==> config.mk <==
export PLATFORM = sky130hd
export DESIGN_NAME = morse_pulse_decoder_flat
export DESIGN_NICKNAME = d
export VERILOG_FILES = /design/src/rtl/core/mpd_pkg.sv /design/src/rtl/core/mpd_if.sv /design/src/rtl/core/morse_pulse_decoder.sv /design/src/flat_wrapper.sv
export SDC_FILE = /design/constraint.sdc
export NUM_CORES = 1
export LEC_CHECK = 0
export BUFFER_PORTS_ARGS = -buffer_cell sky130_fd_sc_hd__buf_2
export CAP_MARGIN = 10
export CORE_MARGIN = 2
export CORE_UTILIZATION = 30
export CTS_CLUSTER_SIZE = 8
export DETAILED_ROUTE_END_ITERATION = 10
export PLACE_DENSITY_LB_ADDON = 0.15
export SETUP_SLACK_MARGIN = 0.1
export SLEW_MARGIN = 25
export SYNTH_ARGS = -nofsm -noshare
export SYNTH_HDL_FRONTEND = slang
export SYNTH_SLANG_ARGS = --single-unit
==> constraint.sdc <==
create_clock -name clk -period 7.7 [get_ports clk]
set_input_delay 0.385 -clock clk [delete_from_list [all_inputs] [get_ports clk]]
set_output_delay 0.385 -clock clk [all_outputs]
set_load 0.02 [all_outputs]
==> src/rtl/core/mpd_pkg.sv <==
// mpd_pkg: shared types, codes and the letter table of the Morse pulse decoder.
// No dependencies; imported by the interfaces file and morse_pulse_decoder.
`default_nettype none

package mpd_pkg;

    localparam int MAX_SYMBOLS = 4;
    localparam int COUNT_W     = $clog2(MAX_SYMBOLS + 1);
    localparam int TIME_W      = 16;
    localparam int LETTER_W    = 7;
    localparam int NUM_LETTERS = 26;

    localparam logic [TIME_W-1:0] LONG_PULSE    = 16'd65000;
    localparam logic [TIME_W-1:0] TIME_MAX      = 16'hFFFF;
    localparam logic [TIME_W-1:0] NOISE_RESET   = 16'd1875;
    localparam logic [TIME_W-1:0] DOT_RESET     = 16'd12500;
    localparam logic [TIME_W-1:0] DASH_RESET    = 16'd25000;

    localparam logic [LETTER_W-1:0] CHAR_A    = 7'h41;
    localparam logic [LETTER_W-1:0] CHAR_BANG = 7'h21;
    localparam logic [LETTER_W-1:0] CHAR_NONE = 7'h00;

    // input operation codes
    localparam logic OP_CAPTURE = 1'b0;
    localparam logic OP_TICK    = 1'b1;

    // configuration register indexes
    localparam int CFG_INDEX_W = 2;
    localparam logic [CFG_INDEX_W-1:0] CFG_NOISE_LIMIT = 2'd0;
    localparam logic [CFG_INDEX_W-1:0] CFG_DOT_LIMIT   = 2'd1;
    localparam logic [CFG_INDEX_W-1:0] CFG_DASH_LIMIT  = 2'd2;

    typedef enum logic [1:0] {
        KIND_NOISE  = 2'd0,
        KIND_DOT    = 2'd1,
        KIND_DASH   = 2'd2,
        KIND_LETTER = 2'd3
    } symbol_kind_t;

    typedef struct packed {
        logic [COUNT_W-1:0]     len;
        logic [MAX_SYMBOLS-1:0] bits;
    } morse_pat_t;

    // bit i set means symbol i is a dash; entry i is letter 'A' + i
    localparam morse_pat_t LETTER_PATS [NUM_LETTERS] = '{
        '{3'd2, 4'd2},  '{3'd4, 4'd1},  '{3'd4, 4'd5},  '{3'd3, 4'd1},
        '{3'd1, 4'd0},  '{3'd4, 4'd4},  '{3'd3, 4'd3},  '{3'd4, 4'd0},
        '{3'd2, 4'd0},  '{3'd4, 4'd14}, '{3'd3, 4'd5},  '{3'd4, 4'd2},
        '{3'd2, 4'd3},  '{3'd2, 4'd1},  '{3'd3, 4'd7},  '{3'd4, 4'd6},
        '{3'd4, 4'd11}, '{3'd3, 4'd2},  '{3'd3, 4'd0},  '{3'd1, 4'd1},
        '{3'd3, 4'd4},  '{3'd4, 4'd8},  '{3'd3, 4'd6},  '{3'd4, 4'd9},
        '{3'd4, 4'd13}, '{3'd4, 4'd3}
    };

    // Match a stored pattern against A..Z; '!' when nothing matches.
    function automatic logic [LETTER_W-1:0] lookup_letter(
        input logic [COUNT_W-1:0]     len,
        input logic [MAX_SYMBOLS-1:0] bits
    );
        logic [LETTER_W-1:0] result;
        result = CHAR_BANG;
        for (int i = NUM_LETTERS - 1; i >= 0; i--) begin
            if (LETTER_PATS[i].len == len && LETTER_PATS[i].bits == bits) begin
                result = CHAR_A + LETTER_W'(i);
            end
        end
        return result;
    endfunction

endpackage

`default_nettype wire

==> src/rtl/core/mpd_if.sv <==
// mpd_if: valid/ready channel interfaces for timer events and decoded symbols.
// Depends on mpd_pkg for field widths.
`default_nettype none

interface mpd_event_if import mpd_pkg::*; ();
    logic              valid;
    logic              ready;
    logic              op;
    logic [TIME_W-1:0] capture_time;

    modport source (output valid, output op, output capture_time, input ready);
    modport sink   (input valid, input op, input capture_time, output ready);
endinterface

interface mpd_symbol_if import mpd_pkg::*; ();
    logic                valid;
    logic                ready;
    logic [1:0]          symbol_kind;
    logic [LETTER_W-1:0] letter;
    logic [TIME_W-1:0]   pulse_ticks;

    modport source (output valid, output symbol_kind, output letter, output pulse_ticks,
                    input ready);
    modport sink   (input valid, input symbol_kind, input letter, input pulse_ticks,
                    output ready);
endinterface

`default_nettype wire

==> src/rtl/core/morse_pulse_decoder.sv <==
// morse_pulse_decoder: decodes Morse letters from timer overflow ticks and edge captures.
// Depends on mpd_pkg and the channel interfaces in mpd_if.sv.
//
// Usage:
//   events  : one word per timer event; op = 1 is an overflow tick, op = 0 an edge
//             capture carrying capture_time. Captures alternate press start / press end.
//   symbols : one word per press end: symbol_kind (noise, dot, dash, letter ended),
//             letter ('A'..'Z' or '!' on letter ended, else 0) and pulse_ticks.
//   cfg     : cfg_write, cfg_index, cfg_data set noise_limit (0), dot_limit (1) and
//             dash_limit (2); write them only while no event is in flight.
// Timing: an event is captured in an input register, decoded when the decode stage
//   advances by the pulse measure, classifier and letter table, and its word is loaded
//   into the output register at the end of that cycle, which drives symbols.valid.
//   Throughput is one event per cycle unless the output stalls, set by the single decode stage.
// Stall: while symbols.ready is low the output register holds its word and the
//   decode stage holds; the input register still takes one more event.
// Reset: thresholds return to 1875 / 12500 / 25000, the decoder waits for a press
//   start, the symbol store is empty and both channels are empty.
`default_nettype none

module morse_pulse_decoder import mpd_pkg::*; (
    input  wire logic                   clk,
    input  wire logic                   rst_n,
    mpd_event_if.sink                   events,
    mpd_symbol_if.source                symbols,
    input  wire logic                   cfg_write,
    input  wire logic [CFG_INDEX_W-1:0] cfg_index,
    input  wire logic [TIME_W-1:0]      cfg_data
);

    // configuration
    logic [TIME_W-1:0] noise_limit_reg;
    logic [TIME_W-1:0] dot_limit_reg;
    logic [TIME_W-1:0] dash_limit_reg;

    // input register
    logic              in_valid_reg;
    logic              in_op_reg;
    logic [TIME_W-1:0] in_time_reg;

    // decoder state
    logic                   expect_start_reg, expect_start_next;
    logic [TIME_W-1:0]      start_time_reg, start_time_next;
    logic [1:0]             wrap_count_reg, wrap_count_next;
    logic [MAX_SYMBOLS-1:0] store_reg, store_next;
    logic [COUNT_W-1:0]     count_reg, count_next;
    logic                   too_many_reg, too_many_next;

    // output register
    logic                out_valid_reg, out_valid_next;
    logic [1:0]          out_kind_reg;
    logic [LETTER_W-1:0] out_letter_reg;
    logic [TIME_W-1:0]   out_ticks_reg;

    logic                advance;
    logic                decode;
    logic                press_end;
    logic [TIME_W-1:0]   rest;
    logic [TIME_W:0]     wrap_sum;
    logic [TIME_W-1:0]   pulse;
    symbol_kind_t        kind;
    logic [LETTER_W-1:0] letter;

    // handshake: the decode stage moves when the output register is free
    assign advance       = !out_valid_reg || symbols.ready;
    assign events.ready  = !in_valid_reg || advance;
    assign decode        = in_valid_reg && advance;
    assign press_end     = (in_op_reg == OP_CAPTURE) && !expect_start_reg;

    // write configuration registers; unknown indexes are dropped
    always_ff @(posedge clk or negedge rst_n)
    begin
        if (!rst_n)
        begin
            noise_limit_reg <= NOISE_RESET;
            dot_limit_reg   <= DOT_RESET;
            dash_limit_reg  <= DASH_RESET;
        end
        else if (cfg_write)
        begin
            unique case (cfg_index)
                CFG_NOISE_LIMIT: noise_limit_reg <= cfg_data;
                CFG_DOT_LIMIT:   dot_limit_reg   <= cfg_data;
                CFG_DASH_LIMIT:  dash_limit_reg  <= cfg_data;
                default: ;
            endcase
        end
    end

    // capture the incoming event word
    always_ff @(posedge clk or negedge rst_n)
    begin
        if (!rst_n)
        begin
            in_valid_reg <= 1'b0;
        end
        else if (events.ready)
        begin
            in_valid_reg <= events.valid;
        end
    end

    always_ff @(posedge clk)
    begin
        if (events.valid && events.ready)
        begin
            in_op_reg   <= events.op;
            in_time_reg <= events.capture_time;
        end
    end

    // measure the pulse: direct difference, single-wrap sum, or long
    always_comb
    begin
        rest     = ~start_time_reg;
        wrap_sum = {1'b0, rest} + {1'b0, in_time_reg} + 17'd1;
        pulse    = LONG_PULSE;
        if (wrap_count_reg == 2'd0)
        begin
            if (in_time_reg >= start_time_reg)
            begin
                pulse = in_time_reg - start_time_reg;
            end
        end
        else if (wrap_count_reg == 2'd1)
        begin
            if (rest < dash_limit_reg && in_time_reg < dash_limit_reg)
            begin
                pulse = wrap_sum[TIME_W] ? TIME_MAX : wrap_sum[TIME_W-1:0];
            end
        end
    end

    // classify against the thresholds in priority order
    always_comb
    begin
        if (pulse < noise_limit_reg)
        begin
            kind = KIND_NOISE;
        end
        else if (pulse < dot_limit_reg)
        begin
            kind = KIND_DOT;
        end
        else if (pulse < dash_limit_reg)
        begin
            kind = KIND_DASH;
        end
        else
        begin
            kind = KIND_LETTER;
        end
    end

    // look up the stored symbols; cleared slots above the count read as zero
    always_comb
    begin
        if (too_many_reg || count_reg == '0)
        begin
            letter = CHAR_BANG;
        end
        else
        begin
            letter = lookup_letter(count_reg, store_reg);
        end
    end

    // advance decoder state for one event
    always_comb
    begin
        expect_start_next = expect_start_reg;
        start_time_next   = start_time_reg;
        wrap_count_next   = wrap_count_reg;
        store_next        = store_reg;
        count_next        = count_reg;
        too_many_next     = too_many_reg;
        out_valid_next    = out_valid_reg && !symbols.ready;
        if (decode)
        begin
            out_valid_next = press_end;
            if (in_op_reg == OP_TICK)
            begin
                if (wrap_count_reg != 2'd2)
                begin
                    wrap_count_next = wrap_count_reg + 2'd1;
                end
            end
            else if (expect_start_reg)
            begin
                start_time_next   = in_time_reg;
                wrap_count_next   = 2'd0;
                expect_start_next = 1'b0;
            end
            else
            begin
                expect_start_next = 1'b1;
                case (kind) inside
                    KIND_DOT, KIND_DASH:
                    begin
                        if (count_reg < COUNT_W'(MAX_SYMBOLS))
                        begin
                            store_next[count_reg[$clog2(MAX_SYMBOLS)-1:0]] =
                                (kind == KIND_DASH);
                            count_next = count_reg + COUNT_W'(1);
                        end
                        else
                        begin
                            too_many_next = 1'b1;
                        end
                    end
                    KIND_LETTER:
                    begin
                        store_next    = '0;
                        count_next    = '0;
                        too_many_next = 1'b0;
                    end
                    default: ;
                endcase
            end
        end
    end

    always_ff @(posedge clk or negedge rst_n)
    begin
        if (!rst_n)
        begin
            expect_start_reg <= 1'b1;
            start_time_reg   <= '0;
            wrap_count_reg   <= 2'd0;
            store_reg        <= '0;
            count_reg        <= '0;
            too_many_reg     <= 1'b0;
            out_valid_reg    <= 1'b0;
        end
        else
        begin
            expect_start_reg <= expect_start_next;
            start_time_reg   <= start_time_next;
            wrap_count_reg   <= wrap_count_next;
            store_reg        <= store_next;
            count_reg        <= count_next;
            too_many_reg     <= too_many_next;
            out_valid_reg    <= out_valid_next;
        end
    end

    // load the result word at a press end
    always_ff @(posedge clk)
    begin
        if (decode && press_end)
        begin
            out_kind_reg   <= kind;
            out_letter_reg <= (kind == KIND_LETTER) ? letter : CHAR_NONE;
            out_ticks_reg  <= pulse;
        end
    end

    assign symbols.valid       = out_valid_reg;
    assign symbols.symbol_kind = out_kind_reg;
    assign symbols.letter      = out_letter_reg;
    assign symbols.pulse_ticks = out_ticks_reg;

    // store never holds more than its depth
    assert property (@(posedge clk) disable iff (!rst_n)
        count_reg <= COUNT_W'(MAX_SYMBOLS))
        else $error("symbol count beyond store depth");

    // overflow flag only once the store is full
    assert property (@(posedge clk) disable iff (!rst_n)
        too_many_reg |-> count_reg == COUNT_W'(MAX_SYMBOLS))
        else $error("overflow flag with store not full");

    // only a letter-ended word carries a character
    assert property (@(posedge clk) disable iff (!rst_n)
        (out_valid_reg && out_kind_reg != KIND_LETTER) |-> out_letter_reg == CHAR_NONE)
        else $error("character on a non-letter word");

    // a space decoded leaves the store empty
    assert property (@(posedge clk) disable iff (!rst_n)
        (decode && press_end && kind == KIND_LETTER) |=> (count_reg == '0 && !too_many_reg))
        else $error("store not cleared after letter end");

    // input stalls only with both registers full
    assert property (@(posedge clk) disable iff (!rst_n)
        !events.ready |-> (in_valid_reg && out_valid_reg))
        else $error("input stalled with free register");

endmodule

`default_nettype wire

==> src/flat_wrapper.sv <==
// flat-port wrapper written by rule: the top's interface ports become plain ports
module morse_pulse_decoder_flat import mpd_pkg::*;
  (clk, rst_n, cfg_write, cfg_index, cfg_data, events_valid, events_op, events_capture_time, events_ready, symbols_valid, symbols_symbol_kind, symbols_letter, symbols_pulse_ticks, symbols_ready);
  mpd_event_if events_i ();
  mpd_symbol_if symbols_i ();
  input  wire logic clk;
  input  wire logic rst_n;
  input  wire logic cfg_write;
  input  wire logic [CFG_INDEX_W-1:0] cfg_index;
  input  wire logic [TIME_W-1:0] cfg_data;
  input wire logic [$bits(events_i.valid)-1:0] events_valid;
  input wire logic [$bits(events_i.op)-1:0] events_op;
  input wire logic [$bits(events_i.capture_time)-1:0] events_capture_time;
  output wire logic [$bits(events_i.ready)-1:0] events_ready;
  output wire logic [$bits(symbols_i.valid)-1:0] symbols_valid;
  output wire logic [$bits(symbols_i.symbol_kind)-1:0] symbols_symbol_kind;
  output wire logic [$bits(symbols_i.letter)-1:0] symbols_letter;
  output wire logic [$bits(symbols_i.pulse_ticks)-1:0] symbols_pulse_ticks;
  input wire logic [$bits(symbols_i.ready)-1:0] symbols_ready;
  assign events_i.valid = events_valid;
  assign events_i.op = events_op;
  assign events_i.capture_time = events_capture_time;
  assign events_ready = events_i.ready;
  assign symbols_valid = symbols_i.valid;
  assign symbols_symbol_kind = symbols_i.symbol_kind;
  assign symbols_letter = symbols_i.letter;
  assign symbols_pulse_ticks = symbols_i.pulse_ticks;
  assign symbols_i.ready = symbols_ready;
  morse_pulse_decoder u_core (.clk(clk), .rst_n(rst_n), .events(events_i), .symbols(symbols_i), .cfg_write(cfg_write), .cfg_index(cfg_index), .cfg_data(cfg_data));
endmodule
* Yosys cells after proc, flatten, opt, wreduce, memory -nomap -nowiden
Cells that the tools add are included.
Word-level totals: register bits after elaboration 119, latch bits 0, memory bits (writable) 0, bits in read-only memories 0, bits of input ports 40, output and inout port bits 27, word-level logic and storage cells 177, memories 0
Cells by class: $add $sub $neg 5, $mul 0, divide/modulo/power cells 0, magnitude comparators 9, equality and inequality tests 26, shift-type cells 0, muxes and demuxes 52, bitwise operators 4, reductions and logical operators 60
Operators with widths (count):
- $mux 7 | 26
- $lt 16x16->1 | 5
- $mux 16 | 5
- $logic_and 1x1->1 | 33
- $eq 4x4->1 const A | 5
- $add 16x16->17 | 1
- $add 17x1->17 const B | 1
- $reduce_or 17->1 | 1
- $eq 3x4->1 const A | 4
- $ge 16x16->1 | 1
- $not 16->16 | 1
- $sub 16x16->16 | 1
- $mux 4 | 3
- $mux 2 | 5
- $reduce_and 5->1 | 2
- $mux 3 | 3
- $reduce_or 9->1 | 1
- $eq 2x4->1 const A | 2
- $reduce_and 2->1 | 4
- $mux 1 | 7
- $eq 2x1->1 const B | 3
- $eq 2x2->1 const B | 3
- $eq 2x3->1 const A | 2
- $mux 6 | 1
- 23 further kinds | 36

* Logic depth before layout (Yosys ltp)
depth after elaboration 29, mapped depth 28, gate-level depth less buffers 26

* Worst setup path after synthesis
Ideal clock, no wire load.
path type register to register, from register u_core.in_time_reg[5], to register u_core.store_reg[1], library setup time 121 ps, arrival 5084 ps, data required time 7579 ps, path slack 2495 ps, stages on the path, launching flop included 25, buffers on the path 2, period minus slack after synthesis 5205 ps, cells stage by stage edfxtp_1 ha_1 a21o_1 or3_1 o2111ai_2 nand3_2 o21ai_2 and2_1 nor2_1 buf_2 nand2_1 ha_1 nor2b_1 o21ai_1 a21o_1 a21oi_1 a2111oi_0 a211oi_2 a22o_1 ha_1 clkbuf_1 a21oi_1 and3_1 mux2_2 a22o_1
Between the ends: cells in the longest elaborated chain, start to end 14, elaborated cells between the ends (all ways) 27
Ends and longest elaborated chain:
- start: declaration | RTL line morse_pulse_decoder.sv:39 | logic [TIME_W-1:0] in_time_reg;
- start signal: assignment | RTL line morse_pulse_decoder.sv:108 | in_time_reg <= events.capture_time;
- $add 16x16->17 | RTL line morse_pulse_decoder.sv:116 | wrap_sum = {1'b0, rest} + {1'b0, in_time_reg} + 17'd1;
- $add 17x1->17 | RTL line morse_pulse_decoder.sv:116
- $mux 16 | RTL line morse_pulse_decoder.sv:129 | pulse = wrap_sum[TIME_W] ? TIME_MAX : wrap_sum[TIME_W-1:0];
- $mux 16 | RTL line morse_pulse_decoder.sv:127 | if (rest < dash_limit_reg && in_time_reg < dash_limit_reg)
- $mux 16 | RTL line morse_pulse_decoder.sv:125 | else if (wrap_count_reg == 2'd1)
- $mux 16 (*) | RTL line morse_pulse_decoder.sv:118 | if (wrap_count_reg == 2'd0)
- named net u_core.pulse[10] | RTL line morse_pulse_decoder.sv:60 | logic [TIME_W-1:0] pulse;
- $lt 16x16->1 | RTL line morse_pulse_decoder.sv:145 | else if (pulse < dash_limit_reg)
- $mux 1 | RTL line morse_pulse_decoder.sv:145
- $mux 2 | RTL line morse_pulse_decoder.sv:141 | else if (pulse < dot_limit_reg)
- $mux 2 (*) | RTL line morse_pulse_decoder.sv:137 | if (pulse < noise_limit_reg)
- $eq 2x2->1 or $eq 2x1->1 (tied branches)
- $reduce_or 2->1 or $bwmux 4 (tied branches) | RTL line morse_pulse_decoder.sv:197, morse_pulse_decoder.sv:202
- $ne 2x1->1 (no line) (tied with other cells)
- $reduce_and 5->1 (no line) or $mux 4 (tied branches)
- end signal: assignment | RTL line morse_pulse_decoder.sv:240 | store_reg <= store_next;
- end: declaration | RTL line morse_pulse_decoder.sv:45 | logic [MAX_SYMBOLS-1:0] store_reg, store_next;
The timed path passes the listed nets; every way through them passes the cells marked *. The select of a mux whose other input is x is not followed. A chain may end at the register's enable or synchronous reset.

* Worst setup path after layout
from register u_core.start_time_reg[0], to register u_core.store_reg[1]
Between the ends: cells in the longest elaborated chain, start to end 15, elaborated cells between the ends (all ways) 28
Ends and longest elaborated chain:
- start: declaration | RTL line morse_pulse_decoder.sv:43 | logic [TIME_W-1:0] start_time_reg, start_time_next;
- start signal: assignment | RTL line morse_pulse_decoder.sv:238 | start_time_reg <= start_time_next;
- $not 16->16 | RTL line morse_pulse_decoder.sv:115 | rest = ~start_time_reg;
- $add 16x16->17 | RTL line morse_pulse_decoder.sv:116
- $add 17x1->17 | RTL line morse_pulse_decoder.sv:116
- $mux 16 | RTL line morse_pulse_decoder.sv:129
- $mux 16 | RTL line morse_pulse_decoder.sv:127
- $mux 16 | RTL line morse_pulse_decoder.sv:125
- $mux 16 (*) | RTL line morse_pulse_decoder.sv:118
- named net u_core.pulse[10] | RTL line morse_pulse_decoder.sv:60
- $lt 16x16->1 | RTL line morse_pulse_decoder.sv:145
- $mux 1 | RTL line morse_pulse_decoder.sv:145
- $mux 2 | RTL line morse_pulse_decoder.sv:141
- $mux 2 (*) | RTL line morse_pulse_decoder.sv:137
- $eq 2x2->1 or $eq 2x1->1 (tied branches)
- $reduce_or 2->1 or $bwmux 4 (tied branches) | RTL line morse_pulse_decoder.sv:197, morse_pulse_decoder.sv:202
- $ne 2x1->1 (no line) (tied with other cells)
- $reduce_and 5->1 (no line) or $mux 4 (tied branches)
Marks and branches as above.

==> flow_summary_export.csv <==
group,metric,value,unit
clocking,clock_path_buffers,2,
pwr,p_leak,0.00392,uW
setup_path,rrSetupSlack,1.53,ns
floorplanning,ioPinCount,67,
logic_synthesis,synth_top_flop_cell,"dfrtp_1",
placement,gp_congestion,0.801,
setup_path,critPathCaptureType,"register",
floorplanning,start_util,30.3,%
sta,hold_viol_final,0,
detailed_routing,ant_nets,0,
sta,period_minus_slack,6.17,ns
detailed_routing,wire_per_inst,16.8,microns
setup_path,critPathArrivalTime,6.48,ns
clocking,cts.htree.levels,4,
setup_path,worstSetupPathType,"reg -> reg",
detailed_routing,drtIter0Drc,294,
sta,worstMarginPinSlew,0.978,ns
logic_synthesis,synth-edff-count,42,
logic_synthesis,yosysUniqueCellTypes,60,
floorplanning,die_h,163,microns
placement,hpwl,15.1,mm
setup_path,cp-start-kind,"register",
placement,portBuffers,66,
job,maxCapViolations,0,
clocking,ctsResizeCount,0,
grt,grt_pass1_wl,31.6,mm
setup_path,cp_cell_sequence,"ha_1 -> fa_1 -> nand2b_1 -> a21oi_1 -> o2111ai_2 -> nand3_2 -> o21ai_2 -> and2_1 -> nor2_1 -> nand2_1 -> ha_1 -> nor2b_1 -> o21ai_1 -> a21o_1 -> a21oi_1 -> a2111oi_0 -> a211oi_2 -> a22o_1 -> ha_1 -> a21oi_1 -> and3_1 -> mux2_2 -> a22o_1",
clocking,worstSkewPairLatency,0.42,ns
setup_path,max_stage_delay,0.60,ns
clocking,cts_tree,"yes",
floorplanning,coreArea,25000,sq um
floorplanning,die_w,163,microns
floorplanning,num_rows,58,
grt,overflow,0,
worst_hold_path,holdPathStages,1,
setup_path,crit_fanout,11,
sta,min_period_over_period,80.1,%
grt,grt_pass1_vias,5772,
outcome,outcome,"finished, final reports clean",
logic_synthesis,synthesis.area,7600,sq um
sta,skew,0.00844,ns
grt,grt_usage,15.6,%
logic_synthesis,synth_warnings,0,
layout,area_growth,18.1,%
layout,stdcell_area,8970,sq um
pwr,pwr_density_cell,380,nW/um^2
logic_synthesis,postSynthAreaPerCell,10.2,sq um
sta,setup_viol_count_final,0,
logic_synthesis,synth_nets,887,
worst_hold_path,hp-class,"in -> reg",
pwr,irDropWorstVdd,149,uV
detailed_routing,vias,5626,
layout,layout-drive-gt1-share,22.0,%
layout,n_fill_cell,2594,
floorplanning,die-area,26600,sq um
logic_synthesis,ys_ff_latch,119,
setup_path,slowest_stage,"a2111oi_0",
grt,grt_max_degree,48,
layout,diodes,0,
sta,fin_setup_tns,0,ns
sta,final_max_slew_viol_count,0,
clocking,cts_made_buffers,17,
detailed_routing,drc_errors,0,
sta,max_freq,162,MHz
logic_synthesis,async_flop_share,64.7,%
setup_path,reg2regPathDepth,23,
placement,place_area,8320,sq um
detailed_routing,finalWirelength,19.4,mm
clocking,clockRootBuffer,"clkbuf_16",
grt,antenna_found_initial,0,
sta,slew_headroom,34.6,%
logic_synthesis,yosysSeqAreaShare,42.3,%
detailed_routing,drtPass1Iterations,4,
clocking,clk_pin_slew,0.06,ns
detailed_routing,via_per_inst,4.85,
sta,rsz0062_at_grt,"no",
clocking,cts.sinks,119,
logic_synthesis,synthCells,744,
layout,nets,959,
setup_path,cp.required,8.01,ns
layout make-up:
type                            count  area (sq um)  area share (%)
Clock inverter                     15           214            2.38
Clock buffer                       17           425            4.74
Timing Repair Buffer               70           385            4.29
Multi-Input combinational cell    522          4000            44.6
Sequential cell                   119          3210            35.8
Inverter                           86           323            3.60
Tap cell                          330           413            4.60
layer usage:
layer | track usage, % | vias up | part of all wire [%]
met4 | 4.22 | 0 | 1.2
li1 | - | 2836 | -
met1 | 20.9 | 2695 | 49
met3 | 2.69 | 16 | 2.9
met5 | 0 | - | 0
met2 | 25.8 | 79 | 47
cell usage in the layout (no fill, tap or decap), drive strengths merged, types with 37 or more instances in the layout:
master	instances
ha	102
inv	93
buf	69
nand2	62
dfrtp	57
mux2	49
o21ai	49
a21oi	45
edfxtp	42
nor2	37
repair_timing:
action | 4_1_cts | 5_1_grt
setup buffers | 0 | 0
endpoints found under the hold margin | 3 | 0
hold buffers | 1 | 0
metrics by stage:
stage / util [%] / power (uW) / hold slack (ns) / setup WS (ns) / cells
finish: 35.8 / 3410 / 0.138 / 1.53 / 1159
global route: 35.8 / 3720 / 0.126 / 0.892 / 1159
CTS: 35.8 / 3450 / 0.116 / 1.50 / 1159
detailed placement: 33.2 / 2540 / 0.192 / 1.51 / 1126
global placement: 33.1 / 2540 / 0.190 / 1.62 / 1125
floorplan: - / 2100 / 0.0894 / 2.50 / 744
cells by family (layout without fill, tap and decap cells):
group / count (synthesis) / count (layout) / synth area share (%)
adder cells (fa/ha/maj): 103 / 103 / 17.1
XOR/XNOR: 13 / 13 / 1.50
flip-flops: 119 / 119 / 42.3
multiplexers: 49 / 49 / 7.26
AND/OR/NAND/NOR: 180 / 180 / 11.6
buffers and inverters: 103 / 188 / 5.11
AO/OA/AOI/OAI: 177 / 177 / 15.2
report_power, final:
| group | total (uW) | internal, uW | switching [uW] |
|---|---|---|---|
| logic | 1570 | 625 | 944 |
| registers | 955 | 841 | 114 |
| clock network | 885 | 551 | 334 |
cells in the mapped netlist, types with 5 or more instances:
cell type / count / area, sq um
o22ai_1: 5 / 31.3
nand2b_1: 12 / 75.1
nand3b_1: 5 / 37.5
inv_1: 82 / 308
o21ai_1: 6 / 30.0
a21o_1: 14 / 105
nand2_1: 62 / 233
o21ai_0: 42 / 210
clkbuf_1: 15 / 56.3
mux2_2: 49 / 552
dfrtp_1: 57 / 1430
dfstp_2: 20 / 526
nor3_1: 7 / 35.0
a21oi_1: 45 / 225
nor2_1: 37 / 139
a22o_1: 9 / 78.8
a31oi_1: 5 / 31.3
ha_1: 102 / 1280
nand3_1: 11 / 55.1
o211ai_1: 8 / 60.1
edfxtp_1: 42 / 1260
nor2b_1: 7 / 43.8
a211oi_1: 12 / 90.1
xor2_1: 10 / 87.6
nand4_1: 20 / 125
and2_1: 5 / 31.3
final timing paths:
check | start | endpoint
max reg2reg | u_core.start_time_reg[0]$_DFFE_PN0P_ | u_core.store_reg[1]$_DFFE_PN0P_
min in group asynchronous | rst_n | u_core.in_valid_reg$_DFFE_PN0N_
min reg2reg | u_core.expect_start_reg$_DFFE_PN1P_ | u_core.expect_start_reg$_DFFE_PN1P_
min | events_capture_time[6] | u_core.in_time_reg[6]$_DFFE_PP_
max | u_core.start_time_reg[0]$_DFFE_PN0P_ | u_core.store_reg[1]$_DFFE_PN0P_
max in group asynchronous | rst_n | u_core.noise_limit_reg[0]$_DFFE_PN1P_
worst max-delay path: cells and delay by family, from the launching register on:
kind	cells	cell delay (ns)
flops	1	0.40
mux	1	0.27
fa+ha+maj	4	1.48
simple gates	7	1.73
compound gates	11	2.17
No activity file was read; power rests on OpenSTA's default activity.
